[src/hdl/v3n_pkg.sv]
// v3n_pkg: types and constants for the vector3_normalize_core pipeline.
// No dependencies.
package v3n_pkg;

   localparam int unsigned CompWidth  = 16;
   localparam int unsigned SumWidth   = 32;
   localparam int unsigned RootWidth  = 16;
   localparam int unsigned QuoWidth   = 15;
   localparam int unsigned FracBits   = 14;
   localparam int unsigned Lanes      = 3;
   localparam logic [QuoWidth-1:0] QOne = 15'd16384;

   typedef struct packed {
      logic signed [CompWidth-1:0] vec_x;
      logic signed [CompWidth-1:0] vec_y;
      logic signed [CompWidth-1:0] vec_z;
   } req_type;

   typedef struct packed {
      logic signed [CompWidth-1:0] unit_x;
      logic signed [CompWidth-1:0] unit_y;
      logic signed [CompWidth-1:0] unit_z;
   } rsp_type;

   // state handed along the square-root chain
   typedef struct packed {
      logic [SumWidth-1:0]              n;
      logic [RootWidth+1:0]             rem;
      logic [RootWidth-1:0]             root;
      logic [Lanes-1:0][CompWidth-1:0]  mag;
      logic [Lanes-1:0]                 neg;
   } sq_stage_type;

   // state handed along the divider chain
   typedef struct packed {
      logic [RootWidth-1:0]             den;
      logic [Lanes-1:0][RootWidth-1:0]  rem;
      logic [Lanes-1:0][QuoWidth-1:0]   low;
      logic [Lanes-1:0][QuoWidth-1:0]   quo;
      logic [Lanes-1:0]                 neg;
   } div_stage_type;

endpackage

[src/hdl/v3n_sqrt_cell.sv]
// v3n_sqrt_cell: one result bit of the integer square root, registered.
// Depends on v3n_pkg.
module v3n_sqrt_cell (
   input  logic                  clock,
   input  logic                  reset,
   input  logic                  en,
   input  logic                  in_vld,
   input  v3n_pkg::sq_stage_type in_stage,
   output logic                  out_vld,
   output v3n_pkg::sq_stage_type out_stage
);
   import v3n_pkg::*;

   logic                  vld_ff;
   sq_stage_type          stage_ff, stage_in;
   logic [RootWidth+2:0]  rem_new;
   logic [RootWidth+2:0]  trial;
   logic [RootWidth+2:0]  diff;
   logic                  ge;

   always_comb begin
      rem_new = {in_stage.rem[RootWidth:0], in_stage.n[SumWidth-1 -: 2]};
      trial   = {1'b0, in_stage.root, 2'b01};
      diff    = rem_new - trial;
      ge      = (rem_new >= trial);
      stage_in      = in_stage;
      stage_in.n    = {in_stage.n[SumWidth-3:0], 2'b00};
      stage_in.rem  = ge ? diff[RootWidth+1:0] : rem_new[RootWidth+1:0];
      stage_in.root = {in_stage.root[RootWidth-2:0], ge};
   end

   always_ff @(posedge clock) begin
      if (reset) begin
         vld_ff <= 1'b0;
      end else if (en) begin
         vld_ff <= in_vld;
      end
      if (en) begin
         stage_ff <= stage_in;
      end
   end

   assign out_vld   = vld_ff;
   assign out_stage = stage_ff;
endmodule

[config.mk]
export PLATFORM = sky130hd
export DESIGN_NAME = v3n_sqrt_cell
export DESIGN_NICKNAME = d
export VERILOG_FILES = /design/src/hdl/v3n_pkg.sv /design/src/hdl/v3n_sqrt_cell.sv
export SDC_FILE = /design/constraint.sdc
export NUM_CORES = 1
export LEC_CHECK = 0
export BUFFER_PORTS_ARGS = -buffer_cell sky130_fd_sc_hd__clkbuf_2
export CORE_UTILIZATION = 39
export CTS_CLUSTER_DIAMETER = 120
export DETAILED_ROUTE_END_ITERATION = 16
export PLACE_DENSITY_LB_ADDON = 0.2
export SLEW_MARGIN = 25
export SYNTH_ARGS = -nofsm -noshare
export SYNTH_HDL_FRONTEND = slang
export SYNTH_SLANG_ARGS = --single-unit
[constraint.sdc]
create_clock -name clock -period 3.05 [get_ports clock]
set_clock_uncertainty 0.2 [all_clocks]
set_input_delay 0.305 -clock clock [delete_from_list [all_inputs] [get_ports clock]]
set_output_delay 0.305 -clock clock [all_outputs]
set_load 0.005 [all_outputs]
==> metrics.txt <==
status=finished clean; CTS root buffer=clkbuf_16; Min-Delay Path Depth=2; via count=4100; Final Setup Violations=0; initial core utilization=40.56%; Yosys cell types=47; Synth Instances=312; HP Start=in_stage[72]; met2 WL post-DR=7.117 mm; slowest CP cell=dlygate4sd3_1; CP Launch Type=input pin; Slew @ Worst Pin=0.5708 ns; Worst Hold Class=in2reg; most common cell after layout, fill and taps aside=clkbuf_2; HPWL after DPL=9.185 mm; I/O pin count=239; Sw Pwr=1.063 mW; H-tree levels=4; number of synthesized flops with an enable pin=115; reg-to-reg critical path endpoint=out_vld; R2R Path Start=out_vld; kind of critical path=in2reg; CP bufs+invs=4; CTS tree=yes; crit-path max cell delay=0.53 ns; Worst-Skew Late Latency=0.41 ns; Crit path max-delay family=compound AO/OA/AOI/OAI gates; top layer in use=met4; Hold EP=out_stage[74]; Layout Nets=805; Post-Synthesis Cell Area=4932 sq um; max-slew violation count=0; clk buf depth=2; Data arrival, critical path=2.85 ns; total core area=12160 sq um; crit path cell chain=dlygate4sd3_1 > clkbuf_2 > inv_1 > ha_1 > a21oi_1 > a311oi_4 > o211ai_4 > o211a_1 > buf_4 > mux2_2; metal3 WL=890 microns; All-Layer GR Usage=21.62%; DR DRC count=0; Yosys warnings=0; worst rel slew slack=61.95%; Switching Share=22.64%; clock sinks=116; grt total ovfl=0; Area growth syn-to-layout=60.50%; Max rail drop VDD=0.3042 mV; clock group share of total power=43.2%; Final Util=65.09%; R2R Setup Slk=1.70 ns; IO Port Bufs=235; pwr dens=593.4 nW/um^2; die area=13100 sq um; Setup crit end kind=flip-flop; Final ANT Viol Nets=0; chip height=114.5 microns; Detailed Route Iter0 Violations=256; Pre-antenna DRT Iters=4; internal power=3.634 mW; FF+latch count, synth=116; # Max-Cap Violations=0; CTS buffer count=17; GPL Wtd Cong=0.8151; commonest non-fill, non-tap cells in the layout=clkbuf_2, edfxtp_1, dlygate4sd3_1; largest net degree at the start of global routing=56; Rows=40; Max Freq=345.9 MHz; via/cell ratio=4.846; Gate power share=15.0%; wire per inst=16.48 microns; CTS clock-pin slew for the worst setup and hold paths=0.05 ns; Post-Route Setup TNS=0 ns; Synth Flop Type=edfxtp_1; post-CTS setup buffers=0; wire length on met1=5.580 mm; Crit path required time=3.01 ns; syn_area_per_cell=15.81 sq um; ant diodes=0; first-pass GRT wire length=20.93 mm; FF-to-FF path depth=3; vias in the first global route=4128; highest net fanout along the worst path=8; sequential area share after synthesis=70.42%; unrepaired setup endpoints after global routing=false; min Tclk post-route=2.891 ns; Final Hold Viols=0; Chip Width=114.5 microns; final cycle utilization of the critical path=94.78%; Lkg Pwr=3.477 nW; layout cell share with drive strength beyond 1=42.77%; Flop pwr share=41.8%; drt total wl=13.94 mm; Post-synth ARST share=0%; initial antenna violation count=0
layout make-up:
| cell class | instances | area (sq um) |
|---|---|---|
| well taps | 168 | 210.2 |
| clock buffers | 19 | 432.9 |
| multi-input cells | 163 | 1297 |
| clock inverters | 12 | 162.7 |
| inverters | 26 | 97.59 |
| fillers | 906 | 4245 |
| repair buffers | 342 | 2242 |
| flip-flops and latches | 116 | 3473 |
per-layer routing:
metal  GRT usage (%)  up-vias
met1           25.33     1980
met4           9.870        0
met5               0        -
met2           37.66      176
met3           5.082       29
li1                -     1915
state kept, by name (all words and copies together), names as in the netlist:
name	cells
out_stage	115
out_vld	1
cells in the mapped netlist, drive strengths merged, types with 2 or more instances:
library cell / instances / share of area, %
a211oi: 2 / 0.30
a21boi: 3 / 0.46
a21o: 2 / 0.30
a21oi: 17 / 1.8
a31oi: 3 / 0.38
and3b: 2 / 0.36
and4: 4 / 0.71
buf: 7 / 1.3
edfxtp: 115 / 70
ha: 18 / 4.6
inv: 26 / 2.0
mux2: 8 / 1.8
mux2i: 3 / 0.61
nand2: 13 / 0.99
nand2b: 4 / 0.51
nand3: 5 / 0.51
nand4: 4 / 0.51
nor2: 13 / 0.99
nor3: 4 / 0.41
o2111ai: 7 / 1.4
o211a: 2 / 0.41
o211ai: 5 / 1.0
o21a: 3 / 0.46
o21ai: 12 / 1.2
o31ai: 7 / 2.7
xnor2: 9 / 1.6
per-stage QoR:
| step | hold slack (ns) | total power, mW | worst slack, ns | instance area [sq um] | instances |
|---|---|---|---|---|---|
| 3_5_place_dp | 0.2658 | 2.586 | 0.2979 | 6330 | 716 |
| 3_3_place_gp | 0.2663 | 2.574 | 0.3413 | 6330 | 716 |
| 5_1_grt | 0.01588 | 4.877 | 0.05442 | 7916 | 846 |
| 6_report | 0.02064 | 4.697 | 0.1593 | 7916 | 846 |
| 4_1_cts | 0.006290 | 4.718 | 0.1638 | 7916 | 846 |
| 2_1_floorplan | 0.1774 | 2.271 | 0.5066 | 4936 | 313 |
cell families (layout without fill, tap and decap cells):
kind of cell               after synthesis  count (layout)  share of synthesized area [%]
AOI/OAI and AO/OA                       67              67                          11.54
xor gates and xnor gates                 9               9                          1.598
adders and majority gates               18              18                          4.566
buffers and inverters                   34             399                          3.348
DFF                                    116             116                          70.42
muxes                                   11              11                          2.435
other                                    1               2                        0.07603
and+or+nand+nor                         56              56                          6.012
worst max-delay path by stage:
stage            startpoint  slack, ns       endpoint  depth (start not counted)
2_1_floorplan  in_stage[59]       0.51  out_stage[69]                          9
3_3_place_gp   in_stage[53]       0.34  out_stage[83]                         10
3_5_place_dp   in_stage[53]       0.30  out_stage[71]                          9
4_1_cts        in_stage[59]       0.16  out_stage[80]                         11
5_1_grt        in_stage[52]       0.05  out_stage[79]                         11
6_report       in_stage[53]       0.16  out_stage[71]                         10
timing repair:
action | in CTS | in global routing
hold buffers | 99 | 0
gates resized for setup | 0 | 1
endpoints found under the hold margin | 98 | 0
endpoints found under the setup margin | 0 | 6
power by group through the flow:
stage | registers [mW] | logic, mW | clock network (mW)
after global placement | 1.99 | 0.585 | 0
after detailed placement | 1.99 | 0.594 | 0
after CTS | 1.96 | 0.701 | 2.06
after global routing | 1.98 | 0.766 | 2.14
after floorplan | 2.01 | 0.259 | 0
final | 1.96 | 0.703 | 2.03
No activity file was read; power rests on OpenSTA's default activity.
