### src/hdl/v3n_pkg.sv
// v3n_pkg: types and constants for the vector3_normalize_core pipeline.
// No dependencies.
package v3n_pkg;

   localparam int unsigned CompWidth  = 16;
   localparam int unsigned SumWidth   = 32;
   localparam int unsigned RootWidth  = 16;
   localparam int unsigned QuoWidth   = 15;
   localparam int unsigned FracBits   = 14;
   localparam int unsigned Lanes      = 3;
   localparam logic [QuoWidth-1:0] QOne = 15'd16384;

   typedef struct packed {
      logic signed [CompWidth-1:0] vec_x;
      logic signed [CompWidth-1:0] vec_y;
      logic signed [CompWidth-1:0] vec_z;
   } req_type;

   typedef struct packed {
      logic signed [CompWidth-1:0] unit_x;
      logic signed [CompWidth-1:0] unit_y;
      logic signed [CompWidth-1:0] unit_z;
   } rsp_type;

   // state handed along the square-root chain
   typedef struct packed {
      logic [SumWidth-1:0]              n;
      logic [RootWidth+1:0]             rem;
      logic [RootWidth-1:0]             root;
      logic [Lanes-1:0][CompWidth-1:0]  mag;
      logic [Lanes-1:0]                 neg;
   } sq_stage_type;

   // state handed along the divider chain
   typedef struct packed {
      logic [RootWidth-1:0]             den;
      logic [Lanes-1:0][RootWidth-1:0]  rem;
      logic [Lanes-1:0][QuoWidth-1:0]   low;
      logic [Lanes-1:0][QuoWidth-1:0]   quo;
      logic [Lanes-1:0]                 neg;
   } div_stage_type;

endpackage

### src/hdl/v3n_div_cell.sv
// v3n_div_cell: one quotient bit for each of the three lanes, registered.
// Depends on v3n_pkg.
module v3n_div_cell (
   input  logic                   clock,
   input  logic                   reset,
   input  logic                   en,
   input  logic                   in_vld,
   input  v3n_pkg::div_stage_type in_stage,
   output logic                   out_vld,
   output v3n_pkg::div_stage_type out_stage
);
   import v3n_pkg::*;

   logic                  vld_ff;
   div_stage_type         stage_ff, stage_in;
   logic [RootWidth:0]    rn [Lanes];
   logic [RootWidth:0]    diff [Lanes];
   logic [Lanes-1:0]      ge;

   always_comb begin
      stage_in = in_stage;
      for (int i = 0; i < Lanes; i++) begin
         rn[i]   = {in_stage.rem[i], in_stage.low[i][QuoWidth-1]};
         diff[i] = rn[i] - {1'b0, in_stage.den};
         ge[i]   = (rn[i] >= {1'b0, in_stage.den});
         stage_in.rem[i] = ge[i] ? diff[i][RootWidth-1:0] : rn[i][RootWidth-1:0];
         stage_in.low[i] = {in_stage.low[i][QuoWidth-2:0], 1'b0};
         stage_in.quo[i] = {in_stage.quo[i][QuoWidth-2:0], ge[i]};
      end
   end

   always_ff @(posedge clock) begin
      if (reset) begin
         vld_ff <= 1'b0;
      end else if (en) begin
         vld_ff <= in_vld;
      end
      if (en) begin
         stage_ff <= stage_in;
      end
   end

   assign out_vld   = vld_ff;
   assign out_stage = stage_ff;
endmodule

### config.mk
export PLATFORM = sky130hd
export DESIGN_NAME = v3n_div_cell
export DESIGN_NICKNAME = d
export VERILOG_FILES = /design/src/hdl/v3n_pkg.sv /design/src/hdl/v3n_div_cell.sv
export SDC_FILE = /design/constraint.sdc
export NUM_CORES = 1
export LEC_CHECK = 0
export ABC_AREA = 0
export BUFFER_PORTS_ARGS = -buffer_cell sky130_fd_sc_hd__buf_2
export CAP_MARGIN = 20
export CORE_MARGIN = 3
export CORE_UTILIZATION = 51
export CTS_BUF_LIST = sky130_fd_sc_hd__clkbuf_2
export CTS_CLUSTER_SIZE = 40
export DETAILED_ROUTE_END_ITERATION = 6
export PLACE_DENSITY = 0.83
export SETUP_SLACK_MARGIN = 0.5
export SYNTH_ARGS = -nofsm -noshare
export SYNTH_HDL_FRONTEND = slang
export SYNTH_SLANG_ARGS = --single-unit
### constraint.sdc
create_clock -name clock -period 4.64 [get_ports clock]
set_input_delay 0.232 -clock clock [delete_from_list [all_inputs] [get_ports clock]]
set_output_delay 0.232 -clock clock [all_outputs]
set_load 0.1 [all_outputs]
==> impl_metrics.toml, run 1 <==
[clock_network]
path_clk_slew_ps = 260
cts_sinks = 155
clock_latency_ps = 730
cts_buffers = 17
htree_levels = 4
ctsResizeCount = 0
cts_buffer_depth = 2
cts_tree = "built"
clockRootBuffer = "clkbuf_2"

[timing]
finalHoldViolations = 0
post-route-period-util_pct = 71.1
period_needed_ps = 3300
worst_slew_pin_slew_ps = 946
slew_viol_final = 0
hold_ws_ps = 96.5
slew_headroom_pct = 36.8
fin_worst_skew_ps = 0
fin_tns_setup_ps = 0
rsz0062_at_grt = "no"
final-setup-viol-count = 0
fmax_mhz = 303

[hold_path]
hold_end = "out_stage[122]"
min_path_cells = 5
holdCritStartpoint = "in_stage[124]"
hp-class = "in -> reg"

[die]
initial_core_util_pct = 52.6
rows = 45
core_area_um2 = 15300
ioPinCount = 319
die_area_um2 = 17300
die_x_um = 132
dieHeight_um = 132

[worst_setup_path]
critPathSlowestCell = "or2_1"
critical_path.cell_chain = "dlygate4sd3_1 -> buf_2 -> inv_1 -> ha_1 -> nor2b_1 -> o21bai_4 -> a21o_2 -> a21oi_2 -> or2_1 -> o22ai_1 -> dlygate4sd3_1"
reg2reg_to = "out_vld"
crit_type = "in -> reg"
r2r_start = "out_vld"
worstSetupStartpointType = "input port"
arrival_ps = 3840
cp_common_cell = "dlygate4sd3_1"
cp_data_required_time_ps = 5180
ff2ff_path_depth = 3
cp_max_fo = 17
cpPeakStageDelay_ps = 690
critPathLaunch = "in_stage[142]"
crit_buf_inv = 4
ff2ff_setup_slack_ps = 3420
crit_family = "buffers and inverters"
cp-end-kind = "flip-flop"

[layout]
post-route-cell-area_um2 = 11600
layout_common_cells = "buf_2, dlygate4sd3_1, edfxtp_1, ha_1, a21oi_1"
nNetsFinal = 1295
syn2layout_area_growth_pct = 44.1
final_common_cell = "buf_2"
drive_above_1_share_pct = 36.3

[logic_synthesis]
ys_seq_area_share_pct = 57.7
synth_edf_count = 154
netlist_instances = 604
synth_area_um2 = 8050
ys_ff_latch = 155
avgSynthCellArea_um2 = 13.3
synth_ff_type = "edfxtp_1"
synth_top_area_share_pct = 57.4
synthArstFlopShare_pct = 0
ys_top_cells_by_area = "edfxtp_1, ha_1, mux2_2"
yosysWarningCount = 0
ys_types = 67
yosysTopAreaCell = "edfxtp_1"

[global_routing]
grt_pass1_wl_um = 40500
grt_pass1_vias = 7249
grt_overflow = 0
busiest_layer = "met2"
grt_util_met1_pct = 34.6
grt_antenna_before_repair = 2
track_usage_pct = 30.2
met3_usage_pct = 9.00
grt_start_max_net_pins = 60
met2_usage_pct = 51.7

[routing]
num_vias = 7055
wl_per_cell_um = 20.0
routed_wl_um = 26100
via_per_inst = 5.39
drc = 0
firstDrtPassIters = 5
drt-initial-drc-count = 554
drtAntennaViolNets = 0

[power_and_ir_drop]
vdd_drop_max_mv = 0.255
p_leak_nw = 5.03
pwr_density_cell_nw_per_um2 = 381

[placement]
io_buffers = 312
gp_congestion = 0.877
hpwl_um = 17300
dpl-instance-area_um2 = 9760

[run]
drv_cap = 0

[run_status]
outcome = "completed"
[cell families (layout without fill, tap and decap cells)]
group	count (synthesis)	after routing	synth area share (%)
AOI/OAI and AO/OA	149	149	13.3
xor gates and xnor gates	27	27	2.94
adders and majority gates	51	51	8.21
buffers and inverters	52	541	3.42
DFF	155	155	57.7
muxes	45	45	6.60
other	1	5	0.0466
and+or+nand+nor	124	124	7.79
[worst min-delay path, delay by kind of cell]
| kind | cells | cell delay [ps] |
|---|---|---|
| buf+inv | 1 | 120 |
| compound gates | 2 | 170 |
| simple gates | 2 | 190 |
[final cells by class]
cell class,count,area (µm²)
Multi-Input combinational cell,399,3140
Fill cell,1018,3710
Sequential cell,155,4640
Antenna cell,2,5.00
Timing Repair Buffer,476,3200
Inverter,34,128
Clock inverter,14,133
Clock buffer,17,85.1
Tap cell,211,264
[per-layer routing]
| metal | up-vias | wire length, µm | share of wire, % |
|---|---|---|---|
| li1 | 3271 | - | - |
| met1 | 3338 | 9670 | 37 |
| met2 | 361 | 12900 | 49 |
| met3 | 83 | 2260 | 8.6 |
| met4 | 2 | 1300 | 5.0 |
| met5 | - | 8 | 0.031 |
[synth_stat cells (3+ instances only)]
cell type and instances:
a211o_1 4, a211oi_1 12, a21boi_0 3, a21o_1 8
a21oi_1 39, a21oi_2 6, a31oi_1 4, and3_1 5
buf_2 6, buf_4 3, buf_6 6, edfxtp_1 154
fa_1 3, ha_1 48, inv_1 34, mux2_1 5
mux2_2 20, mux2_4 10, mux2i_1 10, nand2_1 28
nand2b_1 6, nand3_1 11, nand4_1 8, nor2_1 28
nor2b_1 10, nor3_1 10, nor4_1 3, o2111ai_1 3
o21a_1 9, o21ai_0 21, o21ai_1 3, o21bai_1 6
o31ai_1 3, or2_2 3, or3_1 3, xnor2_1 18
xor2_1 9
[how the worst max path moves through the flow]
stage / to / slack [ps] / cells past startpoint
final: out_stage[140] / 1340 / 11
after global routing: out_stage[140] / 1150 / 11
after CTS: out_stage[140] / 1540 / 11
after detailed placement: out_stage[133] / 1510 / 9
after global placement: out_stage[133] / 1550 / 9
after floorplan: out_stage[102] / 2310 / 10
[repair_timing]
action,4_1_cts,5_1_grt
endpoints found under the hold margin,193,0
hold buffers,162,0
buffers inserted,0,0
[stage by stage]
| step | power, W | setup slack (ps) | instances | util [%] |
|---|---|---|---|---|
| 6_report | 0.00442 | 1340 | 1308 | 75.8 |
| 5_1_grt | 0.00459 | 1150 | 1307 | 75.7 |
| 3_3_place_gp | 0.00357 | 1550 | 1113 | 63.7 |
| 4_1_cts | 0.00439 | 1540 | 1306 | 75.7 |
| 2_1_floorplan | 0.00327 | 2310 | 606 | - |
| 3_5_place_dp | 0.00359 | 1510 | 1113 | 63.7 |
[report_power, final]
group / switching (W) / internal (W) / total, W / leakage (nW)
Combinational: 0.00149 / 0.000464 / 0.00195 / 3.39
Clock: 0.000551 / 0.000159 / 0.000710 / 0.121
Sequential: 0.0000420 / 0.00172 / 0.00176 / 1.52
Total: 0.00208 / 0.00234 / 0.00442 / 5.03
[flip-flops by register name, indices dropped and copies added, names as in the netlist]
signal,flops
out_stage,154
out_vld,1
No activity file was read; power rests on OpenSTA's default activity.
==> run 2: changes to the inputs <==
==> constraint.sdc (replaced) <==
create_clock -name clock -period 3.34 [get_ports clock]
set_input_delay 0.167 -clock clock [delete_from_list [all_inputs] [get_ports clock]]
set_output_delay 0.167 -clock clock [all_outputs]
set_load 0.1 [all_outputs]
==> run 2 against run 1 <==
Net effect:
- total power grew 40%
- combinational power grew 41%
- worst setup slack lost 790 ps
- clock skew is the same
- global-route usage grew 0.39 points
- sequential share of layout area shrank 0.55 points
- critical path depth grew 1
- largest cell class unchanged
- non-clock buffer count grew 11
- clock power grew 39%
- flip-flop and latch count is the same
- utilization grew 1.1 points
- largest power group unchanged
==> impl_metrics.toml, run 2 (synthesis gave the netlist of run 1 again) <==
[die]
die_area_um2 = 17300
core_area_um2 = 15300
initial_core_util_pct = 52.6
die_x_um = 132
dieHeight_um = 132
ioPinCount = 319
rows = 45

[placement]
io_buffers = 312
dpl-instance-area_um2 = 9800
gp_congestion = 0.897
hpwl_um = 17400
dp.cells = 1119

[routing]
drt-initial-drc-count = 571
num_vias = 7127
routed_wl_um = 26900
drtAntennaViolNets = 0
firstDrtPassIters = 5
via_per_inst = 5.40
wl_per_cell_um = 20.4
drc = 0

[timing]
finalHoldViolations = 0
fmax_mhz = 359
post-route-period-util_pct = 83.5
fin_worst_skew_ps = 0
period_needed_ps = 2790
rsz0062_at_grt = "no"
slew_viol_final = 0
slew_headroom_pct = 53.8
fin_tns_setup_ps = 0
final-setup-viol-count = 0
worst_slew_pin_slew_ps = 693

[worst_setup_path]
cp_max_fo = 6
cp-end-kind = "flip-flop"
cp_data_required_time_ps = 3970
arrival_ps = 3410
crit_type = "in -> reg"
worstSetupStartpointType = "input port"

[power_and_ir_drop]
clock_power_share_pct = 16.0
p_sw_share_pct = 47.0
pwr-share-seq_pct = 39.6
pwr_density_cell_nw_per_um2 = 525
p_leak_nw = 5.07
p_switching_w = 0.00290
vdd_drop_max_mv = 0.313
p_int_w = 0.00327
combPwrFrac_pct = 44.5

[layout]
syn2layout_area_growth_pct = 46.1
final_common_cell = "buf_2"
fillCellCount = 1007
nNetsFinal = 1306
final_cells = 1319
largest_register_ffs = 154
post-route-cell-area_um2 = 11800
drive_above_1_share_pct = 38.0
layout_common_cells = "buf_2, dlygate4sd3_1, edfxtp_1, a21oi_1, ha_1"

[clock_network]
cts_buffers = 17
htree_levels = 4
clock_latency_ps = 730
cts_tree = "built"
cts_buffer_depth = 2
clockRootBuffer = "clkbuf_2"
path_clk_slew_ps = 240
cts_sinks = 155

[run]
drv_cap = 0

[global_routing]
grt_pass1_wl_um = 41000
grt_overflow = 0
grt_start_max_net_pins = 74
grt_pass1_vias = 7250
grt_antenna_before_repair = 1
track_usage_pct = 30.6

[run_status]
outcome = "completed"

[hold_path]
hp-class = "in -> reg"
[run 2: cell types whose count changed in the layout (fill, tap and decap cells not counted), moves of 2 or more]
| cell | change |
|---|---|
| ha_4 | +4 |
| ha_1 | -9 |
| ha_2 | +5 |
| buf_4 | +9 |
| a21oi_2 | -2 |
| a21oi_4 | +2 |
| inv_1 | -3 |
| dlygate4sd3_1 | +2 |
| inv_2 | +3 |
[run 2: metal layers]
layer	track usage [%]	routed length, µm	up-vias
met5	0	0	-
met4	13.0	1120	0
met3	8.15	1990	64
met2	54.1	13700	365
met1	35.0	10100	3406
li1	-	-	3292
[run 2: area by class of cell]
class	instances	area (µm²)	area share [%]
Multi-Input combinational cell	399	3220	27.4
Clock buffer	17	85.1	0.723
Timing Repair Buffer	487	3290	28.0
Inverter	34	128	1.08
Clock inverter	14	128	1.08
Sequential cell	155	4640	39.5
Antenna cell	2	5.00	0.0425
Tap cell	211	264	2.24
[run 2: critical path: stages]
cell,delay [ps]
dlygate4sd3_1,550
buf_2,120
inv_1,90
ha_2,420
nand4_2,150
o41ai_1,330
a211oi_1,130
nand2_2,160
nor3_1,60
dlygate4sd3_1,560
a21oi_1,120
dlygate4sd3_1,560
[run 2: repair_timing]
action	in CTS	in global routing
endpoints found under the setup margin	0	2
hold endpoints to repair	222	0
setup buffers	0	3
hold buffers	164	0
resized for setup	0	20
[run 2: worst paths after layout]
kind                            cells after the start              to  slack, ps           from
worst max-delay path                               12  out_stage[126]        550  in_stage[151]
worst min-delay path                                5  out_stage[127]        100  in_stage[140]
worst max register to register                      3         out_vld       2150        out_vld
worst min register to register                      3         out_vld       1130        out_vld
[run 2: power groups by stage]
stage	sequential [W]	combinational, W	clock [W]
5_1_grt	0.00246	0.00285	0.00109
6_report	0.00244	0.00275	0.000985
4_1_cts	0.00243	0.00269	0.000989
3_5_place_dp	0.00248	0.00253	0
2_1_floorplan	0.00393	0.000612	0
3_3_place_gp	0.00247	0.00250	0
[run 2: stage by stage]
stage          utilization, %  setup WS [ps]  power [W]  hold WS [ps]
6_report                 76.8            551    0.00617          98.8
5_1_grt                  76.8            516    0.00639          13.2
4_1_cts                  76.1            519    0.00611          50.8
3_5_place_dp             64.0            491    0.00500           333
3_3_place_gp             64.0            535    0.00497           325
2_1_floorplan               -           1070    0.00454           239
